File: src/design/egsd_pkg.sv
// ----------------------------------------------------------------------------
// egsd_pkg
// Shared types and constants of the edge gap serial deserializer.
// ----------------------------------------------------------------------------
package egsd_pkg;

  localparam int REG_W     = 24;
  localparam int CFG_IDX_W = 2;
  localparam int ZERO_W    = 6;
  localparam int BYTE_W    = 8;
  localparam int POS_W     = 3;

  localparam logic [CFG_IDX_W-1:0] REG_BIT_LEN      = 2'd0;
  localparam logic [CFG_IDX_W-1:0] REG_BLANK_TICKS  = 2'd1;
  localparam logic [CFG_IDX_W-1:0] REG_IDLE_TIMEOUT = 2'd2;

  localparam logic [REG_W-1:0] BIT_LEN_RST      = 24'd20100;
  localparam logic [REG_W-1:0] BLANK_TICKS_RST  = 24'd1000;
  localparam logic [REG_W-1:0] IDLE_TIMEOUT_RST = 24'd800000;

  typedef logic [REG_W-1:0] reg_word_t;

  typedef struct packed {
    logic tick;
    logic clear;
  } tmr_ctl_t;

  typedef struct packed {
    logic              blank_over;
    logic              idle_over;
    logic [ZERO_W-1:0] zeros;
  } tmr_sts_t;

endpackage

File: src/design/egsd_timer.sv
// ----------------------------------------------------------------------------
// egsd_timer
// Gap timer: counts ticks since the last edge and whole bit periods in the gap.
// ----------------------------------------------------------------------------
module egsd_timer #(
  parameter int TIMER_WIDTH = 24,
  parameter int MAX_ZEROS   = 63
) (
  input  logic               clk,
  input  logic               rst_n,
  input  egsd_pkg::tmr_ctl_t ctl,
  input  egsd_pkg::reg_word_t bit_len,
  input  egsd_pkg::reg_word_t blank_ticks,
  input  egsd_pkg::reg_word_t idle_timeout,
  output egsd_pkg::tmr_sts_t sts
);
  import egsd_pkg::*;

  localparam int CW = (TIMER_WIDTH > REG_W) ? TIMER_WIDTH : REG_W;
  localparam logic [TIMER_WIDTH-1:0] TIMER_MAX = {TIMER_WIDTH{1'b1}};
  localparam logic [ZERO_W-1:0] ZERO_CAP = ZERO_W'((MAX_ZEROS > 63) ? 63 : MAX_ZEROS);

  logic [TIMER_WIDTH-1:0] elapsed_r, elapsed_nxt;
  logic [REG_W-1:0]       phase_r, phase_nxt;
  logic [ZERO_W-1:0]      zeros_r, zeros_nxt;
  logic [REG_W:0]         phase_inc;
  logic                   wrap;

  assign phase_inc = {1'b0, phase_r} + {{REG_W{1'b0}}, 1'b1};
  assign wrap      = phase_inc >= {1'b0, bit_len};

  always_comb begin
    elapsed_nxt = elapsed_r;
    phase_nxt   = phase_r;
    zeros_nxt   = zeros_r;
    if (ctl.clear) begin
      elapsed_nxt = '0;
      phase_nxt   = '0;
      zeros_nxt   = '0;
    end else if (ctl.tick) begin
      if (elapsed_r != TIMER_MAX) begin
        elapsed_nxt = elapsed_r + {{(TIMER_WIDTH-1){1'b0}}, 1'b1};
      end
      if (wrap) begin
        phase_nxt = '0;
        if (zeros_r < ZERO_CAP) begin
          zeros_nxt = zeros_r + {{(ZERO_W-1){1'b0}}, 1'b1};
        end
      end else begin
        phase_nxt = phase_inc[REG_W-1:0];
      end
    end
  end

  always_ff @(posedge clk) begin
    if (!rst_n) begin
      elapsed_r <= '0;
      phase_r   <= '0;
      zeros_r   <= '0;
    end else begin
      elapsed_r <= elapsed_nxt;
      phase_r   <= phase_nxt;
      zeros_r   <= zeros_nxt;
    end
  end

  assign sts.blank_over = CW'(elapsed_r) > CW'(blank_ticks);
  assign sts.idle_over  = CW'(elapsed_r) > CW'(idle_timeout);
  assign sts.zeros      = zeros_r;

endmodule

File: src/design/edge_gap_serial_deserializer.sv
// ----------------------------------------------------------------------------
// edge_gap_serial_deserializer
// Gap-coded serial receiver that turns edge spacing into bytes, LSB first.
// ----------------------------------------------------------------------------
// An idle sample is handled in ST_READY alone; a sample while receiving passes
// ST_READY, which ticks the gap timer, then ST_EVAL, which classifies it. An
// accepted edge then appends its bits (gap zeros plus the final one) in ST_PUSH,
// and a message end passes ST_FLUSH; both wait while the output is held. A byte
// reaches the output register on the cycle it fills; a held output byte stalls the
// next fill. Synchronous active-low reset restores the register defaults and idles.
module edge_gap_serial_deserializer #(
  parameter int MAX_ZEROS   = 63,
  parameter int TIMER_WIDTH = 24
) (
  input  logic                              clk,
  input  logic                              rst_n,
  input  logic                              in_valid,
  output logic                              in_stall,
  input  logic                              in_line_level,
  output logic                              out_valid,
  input  logic                              out_stall,
  output logic [egsd_pkg::BYTE_W-1:0]       out_data_byte,
  output logic                              out_message_end,
  output logic                              out_run_last,
  input  logic                              cfg_valid,
  output logic                              cfg_ready,
  input  logic [egsd_pkg::CFG_IDX_W-1:0]    cfg_index,
  input  logic [egsd_pkg::REG_W-1:0]        cfg_data
);
  import egsd_pkg::*;

  localparam logic [1:0] ST_READY = 2'd0;
  localparam logic [1:0] ST_EVAL  = 2'd1;
  localparam logic [1:0] ST_PUSH  = 2'd2;
  localparam logic [1:0] ST_FLUSH = 2'd3;

  reg_word_t bit_len_r, blank_ticks_r, idle_timeout_r;

  logic [1:0]        state_r, state_nxt;
  logic              receiving_r, receiving_nxt;
  logic              prev_r, prev_nxt;
  logic              lvl_r, lvl_nxt;
  logic [ZERO_W-1:0] cnt_r, cnt_nxt;
  logic [POS_W-1:0]  pos_r, pos_nxt;
  logic [BYTE_W-1:0] byte_r, byte_nxt;
  logic              out_valid_r, out_valid_nxt;
  logic [BYTE_W-1:0] out_byte_r, out_byte_nxt;
  logic              out_end_r, out_end_nxt;
  logic              out_last_r, out_last_nxt;

  logic      in_acc, load_ok, push_bit;
  logic [BYTE_W-1:0] filled;
  tmr_ctl_t  tmr_ctl;
  tmr_sts_t  tmr_sts;

  egsd_timer #(
    .TIMER_WIDTH (TIMER_WIDTH),
    .MAX_ZEROS   (MAX_ZEROS)
  ) u_timer (
    .clk          (clk),
    .rst_n        (rst_n),
    .ctl          (tmr_ctl),
    .bit_len      (bit_len_r),
    .blank_ticks  (blank_ticks_r),
    .idle_timeout (idle_timeout_r),
    .sts          (tmr_sts)
  );

  assign in_stall  = (state_r != ST_READY);
  assign in_acc    = in_valid && !in_stall;
  assign cfg_ready = 1'b1;
  assign load_ok   = !out_valid_r || !out_stall;
  assign push_bit  = (cnt_r == '0);

  always_comb begin
    filled         = byte_r;
    filled[pos_r]  = push_bit;
  end

  always_comb begin
    state_nxt     = state_r;
    receiving_nxt = receiving_r;
    prev_nxt      = prev_r;
    lvl_nxt       = lvl_r;
    cnt_nxt       = cnt_r;
    pos_nxt       = pos_r;
    byte_nxt      = byte_r;
    out_valid_nxt = out_valid_r && out_stall;
    out_byte_nxt  = out_byte_r;
    out_end_nxt   = out_end_r;
    out_last_nxt  = out_last_r;
    tmr_ctl.tick  = 1'b0;
    tmr_ctl.clear = 1'b0;

    case (state_r)
      ST_READY: begin
        if (in_acc) begin
          if (receiving_r) begin
            tmr_ctl.tick = 1'b1;
            lvl_nxt      = in_line_level;
            state_nxt    = ST_EVAL;
          end else begin
            prev_nxt = in_line_level;
            if (in_line_level) begin
              receiving_nxt = 1'b1;
              tmr_ctl.clear = 1'b1;
              pos_nxt       = '0;
              byte_nxt      = '0;
            end
          end
        end
      end
      ST_EVAL: begin
        prev_nxt  = lvl_r;
        state_nxt = ST_READY;
        if (!prev_r && lvl_r && tmr_sts.blank_over) begin
          cnt_nxt       = tmr_sts.zeros;
          tmr_ctl.clear = 1'b1;
          state_nxt     = ST_PUSH;
        end else if (!prev_r && !lvl_r && tmr_sts.idle_over) begin
          tmr_ctl.clear = 1'b1;
          state_nxt     = ST_FLUSH;
        end
      end
      ST_PUSH: begin
        if (load_ok) begin
          pos_nxt  = pos_r + {{(POS_W-1){1'b0}}, 1'b1};
          byte_nxt = filled;
          if (pos_r == {POS_W{1'b1}}) begin
            out_valid_nxt = 1'b1;
            out_byte_nxt  = filled;
            out_end_nxt   = 1'b0;
            out_last_nxt  = push_bit || (cnt_r < ZERO_W'(BYTE_W));
            byte_nxt      = '0;
          end
          if (push_bit) begin
            state_nxt = ST_READY;
          end else begin
            cnt_nxt = cnt_r - {{(ZERO_W-1){1'b0}}, 1'b1};
          end
        end
      end
      ST_FLUSH: begin
        if (load_ok) begin
          out_valid_nxt = 1'b1;
          out_byte_nxt  = byte_r;
          out_end_nxt   = 1'b1;
          out_last_nxt  = 1'b1;
          byte_nxt      = '0;
          pos_nxt       = '0;
          receiving_nxt = 1'b0;
          state_nxt     = ST_READY;
        end
      end
      default: begin
        state_nxt = ST_READY;
      end
    endcase
  end

  always_ff @(posedge clk) begin
    if (!rst_n) begin
      bit_len_r      <= BIT_LEN_RST;
      blank_ticks_r  <= BLANK_TICKS_RST;
      idle_timeout_r <= IDLE_TIMEOUT_RST;
    end else if (cfg_valid && cfg_ready) begin
      case (cfg_index)
        REG_BIT_LEN:      bit_len_r      <= cfg_data;
        REG_BLANK_TICKS:  blank_ticks_r  <= cfg_data;
        REG_IDLE_TIMEOUT: idle_timeout_r <= cfg_data;
        default: begin
        end
      endcase
    end
  end

  always_ff @(posedge clk) begin
    if (!rst_n) begin
      state_r     <= ST_READY;
      receiving_r <= 1'b0;
      prev_r      <= 1'b1;
      lvl_r       <= 1'b0;
      cnt_r       <= '0;
      pos_r       <= '0;
      byte_r      <= '0;
      out_valid_r <= 1'b0;
    end else begin
      state_r     <= state_nxt;
      receiving_r <= receiving_nxt;
      prev_r      <= prev_nxt;
      lvl_r       <= lvl_nxt;
      cnt_r       <= cnt_nxt;
      pos_r       <= pos_nxt;
      byte_r      <= byte_nxt;
      out_valid_r <= out_valid_nxt;
    end
  end

  always_ff @(posedge clk) begin
    out_byte_r <= out_byte_nxt;
    out_end_r  <= out_end_nxt;
    out_last_r <= out_last_nxt;
  end

  assign out_valid       = out_valid_r;
  assign out_data_byte   = out_byte_r;
  assign out_message_end = out_end_r;
  assign out_run_last    = out_last_r;

  a_end_is_last: assert property (@(posedge clk) disable iff (!rst_n)
    out_valid_r && out_end_r |-> out_last_r)
    else $error("message end byte not marked as last of its sample");

  a_idle_no_zeros: assert property (@(posedge clk) disable iff (!rst_n)
    !receiving_r |-> (tmr_sts.zeros == '0))
    else $error("gap zero count not cleared while idle");

  a_full_byte_emits: assert property (@(posedge clk) disable iff (!rst_n)
    (state_r == ST_PUSH) && load_ok && (pos_r == {POS_W{1'b1}})
    |=> out_valid_r && !out_end_r)
    else $error("full byte did not reach the output register");

  a_flush_returns_idle: assert property (@(posedge clk) disable iff (!rst_n)
    (state_r == ST_FLUSH) && load_ok |=> !receiving_r && (state_r == ST_READY))
    else $error("message end did not return to idle");

endmodule
File: config.mk
export PLATFORM = sky130hd
export DESIGN_NAME = edge_gap_serial_deserializer
export DESIGN_NICKNAME = d
export VERILOG_FILES = /design/src/design/egsd_pkg.sv /design/src/design/egsd_timer.sv /design/src/design/edge_gap_serial_deserializer.sv
export SDC_FILE = /design/constraint.sdc
export NUM_CORES = 1
export LEC_CHECK = 0
export BUFFER_PORTS_ARGS = -buffer_cell sky130_fd_sc_hd__buf_2
export CAP_MARGIN = 25
export CORE_MARGIN = 3
export CORE_UTILIZATION = 40
export DETAILED_ROUTE_END_ITERATION = 10
export SLEW_MARGIN = 10
export SYNTH_ARGS = -nofsm -noshare
export SYNTH_HDL_FRONTEND = slang
export SYNTH_SLANG_ARGS = --single-unit
File: constraint.sdc
create_clock -name clk -period 3.6 [get_ports clk]
set_input_delay 0.18 -clock clk [delete_from_list [all_inputs] [get_ports clk]]
set_output_delay 0.18 -clock clk [all_outputs]
set_load 0.005 [all_outputs]
* Word level (Yosys, flattened, before mapping)
Cells that the tools add are included.
** Word-level totals
- Register bits after elaboration :: 159
- Output and inout port bits :: 13
- Input port bits :: 32
** Operators by class
- Bitwise gates (word level) :: 1
- $add $sub $neg :: 5
- Reduce and logical (&&, ||, !) cells :: 36
- Order comparisons :: 7
- Muxes and demuxes :: 59
- Eq/ne operators :: 17
** Operator list (count)
- 8-bit 2-to-1 mux :: 9
- 24-bit > comparator :: 2
- 24-bit by 1-bit adder with 25-bit output (second input constant) :: 1
- 25-bit by 24-bit >= comparator with 1-bit output :: 1
- 24-bit by 1-bit adder with 24-bit output (second input constant) :: 1
- 24-bit 2-to-1 mux :: 1
- 24-bit != test (second input constant) :: 1
- 8-bit case mux with 3 select lines :: 1
- 1-bit 2-to-1 mux :: 20
- 2-bit != test (second input constant) :: 10
- 6-bit 2-to-1 mux :: 3
- 2-bit 2-to-1 mux :: 8
- 8-bit case mux with 2 select lines :: 1
- 3-bit 2-to-1 mux :: 5
- 1-bit case mux with 2 select lines :: 6
- 6-bit case mux with 2 select lines :: 1
- 3-bit AND reduction :: 4
- 2-bit nonzero test :: 5
- 3-bit case mux with 3 select lines :: 1
- 8-bit bitwise mux :: 1
- 2-bit case mux with 4 select lines :: 1
- 2-bit AND reduction :: 4
- 4-bit AND reduction :: 2
- 1-bit logical AND :: 7
- 20 further kinds :: 29

* Depth between registers and ports, before layout
- Depth after elaboration :: 8
- Mapped depth :: 16
- Depth with buffers taken out :: 14

* By module
Synthesis repeated with hierarchy kept, for this count alone.
** Second synthesis, totals
- Cell total of the unflattened synthesis :: 1124
- Area, all modules :: 9013.6 µm²
** By module, submodules not included
- egsd_timer :: cells each 603, area each 4710.8 µm², times used 1
- edge_gap_serial_deserializer :: cells each 521, area each 4302.9 µm², times used 1

* Worst setup path after synthesis
Ideal clock, no wire load.
- Path type :: register to register
- From :: reg u_timer.phase_r[0]
- To :: reg u_timer.phase_r[2]
- Slack :: 282 ps
- Clock period less this slack :: 3318 ps
- Arrival time :: 3248 ps
- Cell stages (with the launch flop) :: 17
- Cells stage by stage :: dfxtp_1 > ha_1 > nand3_1 > or2_1 > nor2_1 > and3_1 > xor2_1 > ha_1 > a21oi_1 > o21ai_0 > a221oi_1 > nand3_2 > nor2_2 > buf_6 > buf_2 > nand4b_1 > a21oi_1
** On the way
- Word-level cells in the longest chain between the ends :: 3
** Ends and longest elaborated chain
- from (decl) :: line egsd_timer.sv:24 : logic [REG_W-1:0] phase_r, phase_nxt;
- from (signal assigned) :: line egsd_timer.sv:62 : phase_r <= phase_nxt;
- 24-bit by 1-bit adder with 25-bit output (*) :: line egsd_timer.sv:29 : assign phase_inc = {1'b0, phase_r} + {{REG_W{1'b0}}, 1'b1};
- 25-bit by 24-bit >= comparator with 1-bit output :: line egsd_timer.sv:30 : assign wrap = phase_inc >= {1'b0, bit_len};
- 24-bit 2-to-1 mux (*) :: line egsd_timer.sv:44 : if (wrap) begin
Mark *: on every way between the ends. The rest lies on a longest branch, timed or not.
A chain may end at the register's enable or synchronous reset.

* Worst setup path after layout
- From :: reg u_timer.phase_r[1]
- To :: reg u_timer.zeros_r[5]
** On the way
- Word-level cells in the longest chain between the ends :: 3
** Ends and longest elaborated chain
- 24-bit by 1-bit adder with 25-bit output :: line egsd_timer.sv:29
- 25-bit by 24-bit >= comparator with 1-bit output :: line egsd_timer.sv:30
- 3-bit AND reduction (no line)
- to (signal assigned) :: line egsd_timer.sv:63 : zeros_r <= zeros_nxt;
- to (decl) :: line egsd_timer.sv:25 : logic [ZERO_W-1:0] zeros_r, zeros_nxt;
No other way between the ends.

==> flow_summary.ini <==
[status]
status = finished clean

[synth]
synth_warnings = 0
synth_edf_count = 10
synth.yosys.seq_area_share_pct = 37.4
synth_cell_types = 70
synthTopCellsByArea = dfxtp_1 (34%), ha_1 (11%), nand2_1 (9.3%)
synth_common_cells = nand2_1 (217), dfxtp_1 (149), a21oi_1 (123)
yosys.area.top_type = dfxtp_1
synth_area_um2 = 8770
syn_avg_cell_area_um2 = 7.93
syn-num-nets = 1218
netlist_instances = 1107
synthFlopType = dfxtp_1
synth_top_area_share_pct = 34.0
ys_ff_latch = 159
yosysMostFrequentCell = nand2_1
async_reset_ff_share_pct = 0

[worst_setup_path]
required_ns = 3.96
r2r_slack_ns = 0.22
worstPathArrival_ns = 3.75
startpoint_type = register
path_class = register to register
cp-end-kind = register
cp_max_fo = 19

[clock_tree]
hold_buffers = 0
numCtsBuffers = 17
clkSinkCount = 159
cts_tree = built
clk_pin_slew_ns = 0.06
htree_levels = 4
clk_latency_ns = 0.43
clockRootBuffer = clkbuf_16
clock_path_buffers = 2

[placed_design]
dp_hpwl_mm = 15.2
gp_congestion = 0.844
portBuffers = 43
pre_cts_ws_ns = 0.0862

[layout]
fillers = 2107
area_growth_pct = 13.2
final_nets = 1239
drive_gt1_share_pct = 11.7
seq_area_um2 = 3290
multi_input_area_um2 = 4980
diodes = 0

[sta]
post-route-period-util_pct = 94.0
max-slew-margin-rel_pct = 31.4
finClkSkew_ns = 0.0120
setup_viol = 0
timing.fmax_mhz = 296
report.final.slew_viol_count = 0
period_minus_slack_ns = 3.38
finalHoldViolCount = 0
finalSetupTns_ns = 0
timing.hold.ws_ns = 0.0218
worst_slew_pin_slew_ns = 1.03
fin_ws_ns = 0.216

[job]
drv_cap = 0

[detailed_routing]
routed_wl_mm = 21.6
drt_iter0_drc = 454
drc = 0
post_drt_wl_per_cell_um = 15.2
ant_nets = 0
first_pass_iters = 5
vias = 7510
detail_route.vias_per_cell = 5.30

[grt]
grt_pass1_vias = 7160
grt.overflow.total = 0
use_met2_pct = 28.6
grt.met1_usage_pct = 26.0
grt_usage_pct = 18.4
antenna_found_initial = 0
grt_first_pass_wirelength_mm = 36.1
grt_max_degree = 55
busiest_layer = met2
grt_util_met3_pct = 3.10

[die]
die_h_um = 154
start_util_pct = 41.2
std_cell_rows = 53
die_x_um = 154
core_um2 = 21300
io_pins = 45
dieArea_um2 = 23700

[power]
p_int_uw = 3200
power.leakage_uw = 0.00389
clkPwrFrac_pct = 44.6
p_sw_share_pct = 27.3
combPwrFrac_pct = 12.1
p_total_uw = 4400
vdd_drop_max_mv = 0.316
pwr-share-seq_pct = 43.3
p_switching_uw = 1200
p_per_area_nw_per_um2 = 443

[min_path]
min_path_type = input pin to register
## power by group through the flow
stage / Clock (µW) / Combinational, µW / Sequential, µW
after detailed placement: 0 / 528 / 1940
after global routing: 2080 / 604 / 1910
after floorplan: 0 / 400 / 1910
after global placement: 0 / 526 / 1940
final: 1960 / 530 / 1900
after CTS: 2000 / 532 / 1900
## critical path, stage by stage, from the launching register on
cell       delay [ns]
dfxtp_1          0.37
ha_1             0.21
nand3_2          0.15
nor4_4           0.32
buf_4            0.19
nand4_1          0.11
xnor2_1          0.17
ha_1             0.30
nand3_1          0.13
nor4_2           0.33
nand2_1          0.11
a21oi_2          0.18
nor2_4           0.08
clkbuf_16        0.19
or3_1            0.35
a21oi_1          0.14
## what timing repair did
| action | in CTS | in global routing |
|---|---|---|
| endpoints found under the setup margin | 0 | 30 |
| buffers inserted | 0 | 1 |
| resized for setup | 0 | 18 |
## cells in the final DEF, fill, tap and decap left out, types with 10 or more instances in the layout
master	instances
nand2_1	215
dfxtp_1	141
a21oi_1	123
inv_1	82
ha_1	79
nor2_1	62
buf_2	43
nand3_1	42
o21ai_0	32
nand4_1	25
xnor2_1	24
o211ai_1	20
xor2_1	19
nor3_1	19
clkbuf_16	18
and3_1	15
o21ai_1	12
buf_4	12
edfxtp_1	10
## final timing paths
path                                          from            endpoint  cells after the start
worst max-delay path            u_timer.phase_r[1]  u_timer.zeros_r[5]                     15
worst min-delay path                  cfg_data[15]       bit_len_r[15]                      3
worst max register to register  u_timer.phase_r[1]  u_timer.zeros_r[5]                     15
worst min register to register   blank_ticks_r[10]   blank_ticks_r[10]                      2
## routing by layer
layer / vias up / routed length (µm) / share of wire, %
met5: - / 0 / 0
met4: 0 / 444 / 2.1
met3: 28 / 777 / 3.6
met2: 127 / 9590 / 44
met1: 3495 / 10800 / 50
li1: 3860 / - / -
## registers in the layout, summed over array words and instances (netlist names)
signal	cells
state_r	2
out_valid	1
byte_r	8
u_timer.phase_r	24
bit_len_r	24
out_message_end	1
u_timer.zeros_r	6
cnt_r	6
pos_r	3
out_run_last	1
receiving_r	1
out_data_byte	8
lvl_r	1
u_timer.elapsed_r	24
blank_ticks_r	24
idle_timeout_r	24
prev_r	1
## logic make-up (layout without fill, tap and decap cells)
logic type	after synthesis	in the layout	synth area share, %
flops	159	159	37.4
mux	9	9	1.14
fa+ha+maj	79	79	11.3
buf+inv	140	174	6.50
xor+xnor	44	44	4.39
compound gates	235	235	15.7
simple gates	440	440	23.6
other cells	1	1	0.0427
## per-stage QoR
stage                     utilization [%]  cells  area, µm²
after floorplan                         -   1107       8770
after detailed placement             43.3   1382       9210
after global placement               43.3   1382       9210
after CTS                            46.2   1414       9840
final                                46.7   1416       9930
after global routing                 46.7   1416       9930
## cell type report
type / count / share of cell area (%)
clock buffer: 17 / 4.28
clock inverter: 15 / 2.09
tap: 275 / 3.46
timing repair buffer: 58 / 3.73
inverter: 84 / 3.17
sequential: 159 / 33.2
multi-input combinational: 808 / 50.1
Note: power is estimated with default switching activity, not from simulation.
